[config.mk]
export PLATFORM = sky130hd
export DESIGN_NAME = moab_front
export DESIGN_NICKNAME = d
export VERILOG_FILES = /design/src/rtl/core/assert_macros.svh /design/src/rtl/core/moab_pkg.sv /design/src/rtl/core/moab_front.sv
export SDC_FILE = /design/constraint.sdc
export NUM_CORES = 1
export LEC_CHECK = 0
export ABC_AREA = 1
export BUFFER_PORTS_ARGS = -buffer_cell sky130_fd_sc_hd__buf_4
export CORE_MARGIN = 2
export CORE_UTILIZATION = 45
export CTS_CLUSTER_DIAMETER = 30
export CTS_CLUSTER_SIZE = 14
export DETAILED_ROUTE_END_ITERATION = 16
export GPL_TIMING_DRIVEN = 0
export PLACE_DENSITY_LB_ADDON = 0.3
export SYNTH_ARGS = -nofsm -noshare
export SYNTH_HDL_FRONTEND = slang
export SYNTH_SLANG_ARGS = --single-unit
[constraint.sdc]
create_clock -name clock -period 7.9 [get_ports clock]
set_clock_uncertainty 0.1 [all_clocks]
set_input_delay 0.395 -clock clock [delete_from_list [all_inputs] [get_ports clock]]
set_output_delay 0.395 -clock clock [all_outputs]
set_load 0.02 [all_outputs]
[src/rtl/core/assert_macros.svh]
// Assertion helpers for the RTL files; moab_back uses them.
`ifndef ASSERT_MACROS_SVH
`define ASSERT_MACROS_SVH
`ifndef SYNTHESIS
`define MOAB_ASSERT(label, clk, rst, prop, msg) \
   label: assert property (@(posedge clk) disable iff (rst) prop) else $error(msg);
`define MOAB_ASSERT_NEVER(label, clk, rst, cond, msg) \
   label: assert property (@(posedge clk) disable iff (rst) !(cond)) else $error(msg);
`else
`define MOAB_ASSERT(label, clk, rst, prop, msg)
`define MOAB_ASSERT_NEVER(label, clk, rst, cond, msg)
`endif
`endif

[src/rtl/core/moab_pkg.sv]
package moab_pkg;

   localparam int DIVIDEND_WIDTH = 23;
   localparam int DIVISOR_WIDTH  = 13;
   localparam int CELLS_WIDTH    = 22;
   localparam int STEP_WIDTH     = 5;

   typedef enum logic [1:0] {
      OP_MASK_WRITE = 2'd0,
      OP_LUMA       = 2'd1,
      OP_CHROMA     = 2'd2,
      OP_NONE       = 2'd3
   } opcode_type;

   typedef enum logic [1:0] {
      ST_OK       = 2'd0,
      ST_RANGE    = 2'd1,
      ST_OVERSIZE = 2'd2
   } status_type;

   typedef enum logic [2:0] {
      REG_IMAGE_WIDTH   = 3'd0,
      REG_IMAGE_HEIGHT  = 3'd1,
      REG_MASK_WIDTH    = 3'd2,
      REG_MASK_HEIGHT   = 3'd3,
      REG_OVERLAY_LUMA  = 3'd4,
      REG_OVERLAY_BLUE  = 3'd5,
      REG_OVERLAY_RED   = 3'd6,
      REG_BLEND_WEIGHT  = 3'd7
   } reg_index_type;

   typedef enum logic [2:0] {
      BK_IDLE,
      BK_DIV,
      BK_MUL,
      BK_ADDR,
      BK_READ,
      BK_EMIT
   } back_state_type;

   typedef struct packed {
      opcode_type  opcode;
      logic [17:0] mask_index;
      logic [7:0]  mask_class;
      logic [11:0] pixel_row;
      logic [11:0] pixel_col;
      logic [7:0]  first_sample;
      logic [7:0]  second_sample;
   } item_type;

   typedef struct packed {
      logic [12:0] image_width;
      logic [12:0] image_height;
      logic [10:0] mask_width;
      logic [10:0] mask_height;
      logic [7:0]  overlay_luma;
      logic [7:0]  overlay_blue_diff;
      logic [7:0]  overlay_red_diff;
      logic [8:0]  blend_weight;
   } cfg_type;

   typedef struct packed {
      status_type  status;
      logic        was_marked;
      logic [7:0]  second_result;
      logic [7:0]  first_result;
   } result_type;

   // (old*(256-w) + colour*w) >> 8, w already saturated to 256
   function automatic logic [7:0] blend(logic [7:0] old, logic [7:0] colour, logic [8:0] w);
      logic [16:0] sum;
      sum = 17'(old) * 17'(9'd256 - w) + 17'(colour) * 17'(w);
      return sum[15:8];
   endfunction

endpackage

[src/rtl/core/moab_front.sv]
module moab_front (
   input  logic               clock,
   input  logic               reset,
   input  logic               req_tvalid,
   output logic               req_tready,
   input  logic [71:0]        req_tdata,
   input  logic [1:0]         req_tuser,
   output logic               q_valid,
   output moab_pkg::item_type q_item,
   input  logic               q_pop
);

   moab_pkg::item_type fifo_ff [2];
   moab_pkg::item_type item;
   logic               wr_ptr_ff, wr_ptr_in;
   logic               rd_ptr_ff, rd_ptr_in;
   logic [1:0]         count_ff, count_in;
   logic               push;

   // classify: chroma pairs use the even top-left pixel
   always_comb begin
      item.opcode        = moab_pkg::opcode_type'(req_tuser);
      item.mask_index    = req_tdata[17:0];
      item.mask_class    = req_tdata[25:18];
      item.pixel_row     = req_tdata[37:26];
      item.pixel_col     = req_tdata[49:38];
      item.first_sample  = req_tdata[57:50];
      item.second_sample = req_tdata[65:58];
      if (item.opcode == moab_pkg::OP_CHROMA) begin
         item.pixel_row[0] = 1'b0;
         item.pixel_col[0] = 1'b0;
      end
   end

   assign req_tready = (count_ff != 2'd2);
   assign push       = req_tvalid && req_tready;
   assign q_valid    = (count_ff != 2'd0);
   assign q_item     = fifo_ff[rd_ptr_ff];

   always_comb begin
      wr_ptr_in = wr_ptr_ff ^ push;
      rd_ptr_in = rd_ptr_ff ^ q_pop;
      count_in  = count_ff + 2'(push) - 2'(q_pop);
   end

   always_ff @(posedge clock) begin
      if (reset) begin
         wr_ptr_ff <= 1'b0;
         rd_ptr_ff <= 1'b0;
         count_ff  <= '0;
      end else begin
         wr_ptr_ff <= wr_ptr_in;
         rd_ptr_ff <= rd_ptr_in;
         count_ff  <= count_in;
      end
      if (push) begin
         fifo_ff[wr_ptr_ff] <= item;
      end
   end

endmodule

Word level (Yosys, flattened, before mapping)
Memories as Yosys holds them, arrays and structs flattened. A register that Yosys moved wholly into a read port is not among the register bits.
Cells that the tools add are included.
{"block": "totals", "output_inout_bits": 70, "inputBits": 78, "word_cells": 17, "register_bits": 4, "n_memories": 1, "ram_bits": 136}
{"memory": "fifo_ff", "depth": 2, "width": 68, "read_ports": 1, "rd_clocked_by_memory_dff": 1, "wr": 1, "line": "moab_front.sv:13", "source": "moab_pkg::item_type fifo_ff [2];"}
{"block": "op_classes", "bitwise": 2, "eq_ne": 2, "n_addsub": 2, "n_mux": 5, "n_reduce_logical": 2}
{"cell": "1-bit 2-to-1 mux", "count": 5}
{"cell": "2-bit by 1-bit adder with 2-bit output", "count": 1}
{"cell": "2-bit equality test, second input constant", "count": 1}
{"cell": "2-bit inequality test, second input constant", "count": 1}
{"cell": "2-bit nonzero test", "count": 1}
{"cell": "2-bit by 1-bit subtractor with 2-bit output", "count": 1}
{"cell": "1-bit XOR", "count": 2}
{"cell": "1-bit logical AND", "count": 1}

Logic depth before layout (Yosys ltp)
Gate-level depths: netlist of run 1.
{"block": "logic_depth", "word_depth": 4, "depth_mapped": 11, "depth_no_buf": 11}

Worst setup path before layout of run 1
Ideal clock, no wire load.
{"block": "synth_path", "path_kind": "register to register", "startpoint": "register count_ff[0]", "endpoint": "memory fifo_ff[1][0] (netlist name), enable pin", "arrival_ps": 3560, "required_time_ps": 7305, "n_path_buf": 0, "path_slack_ps": 3745, "path_stages_with_launch": 5, "period_less_slack_ps": 4155, "setup_time_ps": 495, "path_cell_list": "dfxtp_1 inv_1 nand2_1 nand2_1 nor2_1"}
{"block": "synth_via", "elab_chain_cells": 4}
{"element": "start: declaration", "line": "moab_front.sv:17", "source": "logic [1:0] count_ff, count_in;"}
{"element": "start signal: assignment", "line": "moab_front.sv:54", "source": "count_ff <= count_in;"}
{"element": "2-bit inequality test", "line": "moab_front.sv:35", "source": "assign req_tready = (count_ff != 2'd2);"}
{"element": "net req_tready", "line": "moab_front.sv:5", "source": "output logic req_tready,"}
{"element": "1-bit logical AND", "line": "moab_front.sv:36", "source": "assign push = req_tvalid && req_tready;"}
{"element": "1-bit 2-to-1 mux", "line": "moab_front.sv:56", "source": "if (push) begin"}
{"element": "1-bit 2-to-1 mux (not written as such)", "line": "moab_front.sv:57", "source": "fifo_ff[wr_ptr_ff] <= item;"}
{"element": "end: declaration", "line": "moab_front.sv:13"}
The timed path passes the listed nets, and every way through them passes these cells.

==> flow_summary.toml, run 1 <==
[sta]
final.min_clock_period_ns = 2.14
slew_viol_final = 0
worst_slack_ns = 5.76
worstMarginPinSlew_ns = 0.460
whs_ns = 0.0740
fmax_ghz = 0.466
setup_tns_ns = 0
final-hold-violation-count = 0
slew_headroom = 0.693
post-route-period-util = 0.271
finalSetupViolCount = 0
rsz0062_at_grt = "false"

[finish]
final_cell_mix = "buf_4 (142), edfxtp_1 (136), mux2_2 (58)"
area_delta_synth_final_pct = 38.0
final_nets = 487
layout-drive-gt1-share = 0.602
multi_input_area_um2 = 936
n_antenna_cell = 0
final_common_cell = "buf_4"
nFillCells = 860
seq_area_um2 = 4160
stdcell_area_um2 = 7140

[worst_setup_path]
worstPathRequired_ns = 7.40
regToRegStartpoint = "count_ff[0]"
critical_path_class = "reg2out"
arrival_ns = 1.65
cp-start-kind = "register"
path_max_fanout = 10
cp-startpoint = "rd_ptr_ff"
worst_setup_path_end_kind = "output pin"

[place]
place_hpwl_um = 5920
placed_cell_area_um2 = 6490
pre_cts_slack_ns = 5.91
port-buffer-count = 141
globalplace.congestion = 0.721

[synthesis]
syn_area_per_cell_um2 = 21.2
yosys_warnings = 0
ys_seq_area_frac = 0.805
syn-instance-count = 244
ys_types = 16
ys_seq_elements = 140
syn-num-nets = 324
synthesis.area_um2 = 5170

[drt]
ant_nets = 0
vias = 2653
dr.pass1.iters = 4
vias_per_cell = 4.71
post_drt_wl_per_cell_um = 15.8
routed_wl_um = 8890
dr.first_iter.drc_count = 127
drc = 0

[clock_tree]
ctsHoldBuffers = 0
cts_root_buffer = "clkbuf_16"
cts.sinks = 140
cts-buffers-inserted = 17
cts_resized = 0
clkTransAtPathRegs_ns = 0.06
cts_tree = "yes"
worstSkewPairLatency_ns = 0.40
cts-htree-levels = 4
cts_buffer_depth = 2
post_cts_buffers = 0

[grt]
antenna_found_initial = 0
track_usage = 0.151
grt_first_pass_wirelength_um = 14300
grt_max_degree = 39
overflow = 0
grt_pass1_vias = 2851

[flow_run]
cap_violations = 0

[power]
pwr-share-clk = 0.406
combPwrFrac = 0.160
switching_share = 0.232
p_seq_frac = 0.434
p_int_mw = 1.62
leakage_nw = 2.74
p_sw_uw = 489
peakVddDrop_mv = 0.171
pwr_density_cell_nw_per_um2 = 296

[hold_path]
hp-class = "in2reg"
hp-start = "reset"

[die]
die_area_um2 = 12400
coreArea_um2 = 11300
start_util = 0.457
io_pins = 148
die_x_um = 111
fp.dieH_um = 111
rows = 39

[outcome]
status = "finished, final reports clean"
synthesized netlist by cell type:
cell type / number / area (µm²)
a21boi_0: 2 / 15.0
buf_2: 4 / 20.0
xnor2_1: 2 / 17.5
nor2_1: 5 / 18.8
nand3_1: 1 / 5.00
buf_6: 2 / 22.5
ha_1: 2 / 25.0
mux2_2: 58 / 653
nand2_1: 7 / 26.3
edfxtp_1: 136 / 4080
a21oi_1: 1 / 5.00
mux2_4: 10 / 150
dfxtp_1: 4 / 80.1
buf_8: 1 / 15.0
buf_4: 1 / 7.51
inv_1: 8 / 30.0
layer usage:
metal / wire [µm] / share of wire / GRT usage / vias up
met2: 4530 / 0.51 / 0.243 / 98
met5: 0 / 0 / 0 / -
li1: - / - / - / 1273
met4: 76 / 0.0085 / 0.0469 / 0
met1: 3490 / 0.39 / 0.176 / 1276
met3: 795 / 0.089 / 0.0787 / 6
power groups by stage:
| stage | Combinational (mW) | Sequential, mW | Clock [mW] |
|---|---|---|---|
| finish | 0.338 | 0.915 | 0.857 |
| global route | 0.364 | 0.922 | 0.906 |
| CTS | 0.345 | 0.916 | 0.875 |
| detailed placement | 0.343 | 0.931 | 0 |
| global placement | 0.326 | 0.937 | 0 |
| floorplan | 0.191 | 0.932 | 0 |
state kept, by name (all words and copies together) (netlist names):
name       cells
wr_ptr_ff      1
count_ff       2
fifo_ff      136
rd_ptr_ff      1
cell families after synthesis:
group           Yosys count  synth area share
simple gates             13           0.00967
compound gates            3           0.00387
xor+xnor                  2           0.00339
buf+inv                  16            0.0184
flops                   140             0.805
mux                      68             0.155
fa+ha+maj                 2           0.00483
final timing paths:
kind	endpoint	slack, ns	cells past startpoint
setup / recovery	q_item[53]	5.76	5
hold / removal	wr_ptr_ff	0.07	2
setup reg to reg	fifo_ff[0][39]	5.94	6
hold reg to reg	count_ff[0]	0.50	3
critical path, stage by stage (launching register included):
cell     delay [ns]
dfxtp_1        0.32
buf_6          0.13
buf_6          0.16
buf_8          0.17
mux2_4         0.31
buf_4          0.16
final cells by class:
| class | instances | area share |
|---|---|---|
| Buffer | 8 | 0.00911 |
| Clock buffer | 18 | 0.0601 |
| Clock inverter | 14 | 0.0305 |
| Inverter | 8 | 0.00421 |
| Multi-Input combinational cell | 88 | 0.131 |
| Sequential cell | 140 | 0.583 |
| Tap cell | 143 | 0.0251 |
| Timing Repair Buffer | 144 | 0.157 |
through the flow:
| step | std cells | utilization | power (mW) |
|---|---|---|---|
| 6_report | 563 | 0.631 | 2.11 |
| 5_1_grt | 563 | 0.631 | 2.19 |
| 4_1_cts | 563 | 0.631 | 2.14 |
| 3_5_place_dp | 531 | 0.573 | 1.27 |
| 3_3_place_gp | 528 | 0.566 | 1.26 |
| 2_1_floorplan | 244 | - | 1.12 |
No activity file was read; power rests on OpenSTA's default activity.
==> run 2, diff against run 1 <==
==> constraint.sdc (replaced) <==
create_clock -name clock -period 1.8 [get_ports clock]
set_clock_uncertainty 0.1 [all_clocks]
set_input_delay 0.09 -clock clock [delete_from_list [all_inputs] [get_ports clock]]
set_output_delay 0.09 -clock clock [all_outputs]
set_load 0.02 [all_outputs]
==> run 2 against run 1 <==
Cell area is 11% higher. Global-route usage is 2.0 points higher. Hold slack better by 0.24 ns. Clock-buffer cell count grew 1. Die area unchanged. Setup slack got worse by 5.7 ns.
==> flow_summary.toml, run 2 (same netlist as run 1, synthesis figures left out) <==
[worst_setup_path]
cp-startpoint = "rd_ptr_ff"
path_max_fanout = 7
crit_end = "q_item[5]"
path_cells = "buf_12, buf_12, mux2_2, buf_4"
slowest_delay_ns = 0.40
cp_slowest_cell = "dfxtp_4"
worstPathRequired_ns = 1.61
cp.depth = 4
cp-start-kind = "register"
reg2reg_depth = 6
worst_setup_path_end_kind = "output pin"
arrival_ns = 1.55
critical_path_class = "reg2out"
regToRegStartpoint = "count_ff[0]"
cp_common_cell = "buf_12"
critical_path.top_delay_family = "buffers and inverters"
r2r_end = "fifo_ff[0][46]"
cp.buffers_inverters = 3
rrSetupSlack_ns = 0.13

[place]
globalplace.congestion = 0.717
placed_cell_area_um2 = 6520
placed_cells = 531
pre_cts_slack_ns = -0.00302
place_hpwl_um = 6110
port-buffer-count = 141

[die]
coreArea_um2 = 11300
rows = 39
die_area_um2 = 12400
fp.dieH_um = 111
die_x_um = 111
start_util = 0.457
io_pins = 148

[finish]
final_cells = 637
layout-drive-gt1-share = 0.526
final_common_cell = "buf_4"
largest_register = "fifo_ff"
n_antenna_cell = 0
largest_reg_flops = 136
stdcell_area_um2 = 7920
area_delta_synth_final_pct = 52.9
final_cell_mix = "buf_4 (140), edfxtp_1 (136), dlygate4sd3_1 (71)"
fin_util = 0.699
largestRegisters = "fifo_ff x136, count_ff x2"
final_nets = 562

[sta]
worst_slack_ns = 0.0570
final.min_clock_period_ns = 1.74
finalSetupViolCount = 0
whs_ns = 0.315
slew_viol_final = 0
worstMarginPinSlew_ns = 0.546
setup_tns_ns = 0
slew_headroom = 0.636
final-hold-violation-count = 0
post-route-period-util = 0.968
fmax_ghz = 0.574

[drt]
routed_wl_um = 10300
ant_nets = 0
dr.pass1.iters = 4
post_drt_wl_per_cell_um = 16.2
vias = 2992
drc = 0
dr.first_iter.drc_count = 116
vias_per_cell = 4.70

[clock_tree]
cts_buffer_depth = 2
cts-htree-levels = 4
clkTransAtPathRegs_ns = 0.05
cts_root_buffer = "clkbuf_16"
cts_tree = "yes"
worstSkewPairLatency_ns = 0.40
cts.sinks = 140
cts-buffers-inserted = 17

[hold_path]
hp-start = "req_tdata[0]"
hp-class = "in2reg"

[grt]
grt_pass1_vias = 3296
overflow = 0
antenna_found_initial = 0
grt_first_pass_wirelength_um = 16300
track_usage = 0.171
grt_max_degree = 41

[power]
peakVddDrop_mv = 0.757
pwr_density_cell_nw_per_um2 = 1160
leakage_nw = 3.05
p_total_mw = 9.15

[flow_run]
cap_violations = 0

[outcome]
status = "finished, final reports clean"
[run 2: area by class of cell]
type                       count  area, µm²
clock buffer                  19        433
fill                         733       3410
tap                          143        179
clock inverter                12        149
multi-input combinational     89        957
sequential                   140       4170
timing repair buffer         220       1940
inverter                       8       30.0
buffer                         6       57.6
[run 2: worst min path at each step]
stage	cells past startpoint	to	slack (ns)
after floorplan	1	count_ff[0]	0.05
after global placement	2	count_ff[0]	0.17
after detailed placement	1	fifo_ff[1][48]	0.18
after CTS	2	fifo_ff[0][34]	0.29
after global routing	2	fifo_ff[0][37]	0.30
final	2	fifo_ff[1][48]	0.32
[run 2: layer usage]
layer / wire length, µm / share of wire / GRT usage
met5: 0 / 0 / 0
met4: 63 / 0.0061 / 0.0494
met3: 650 / 0.063 / 0.0623
met2: 5440 / 0.53 / 0.301
met1: 4170 / 0.40 / 0.196
[run 2: timing repair]
item | CTS | global route
cloned | 1 | 1
endpoints found under the hold margin | 140 | 0
endpoints found under the setup margin | 83 | 60
resized for setup | 16 | 2
pin swaps | 0 | 1
hold buffers | 71 | 0
setup buffers | 4 | 0
[run 2: power breakdown]
part,internal (mW),switching (mW)
Clock,2.16,1.26
Sequential,3.95,0.0774
Combinational,0.856,0.848
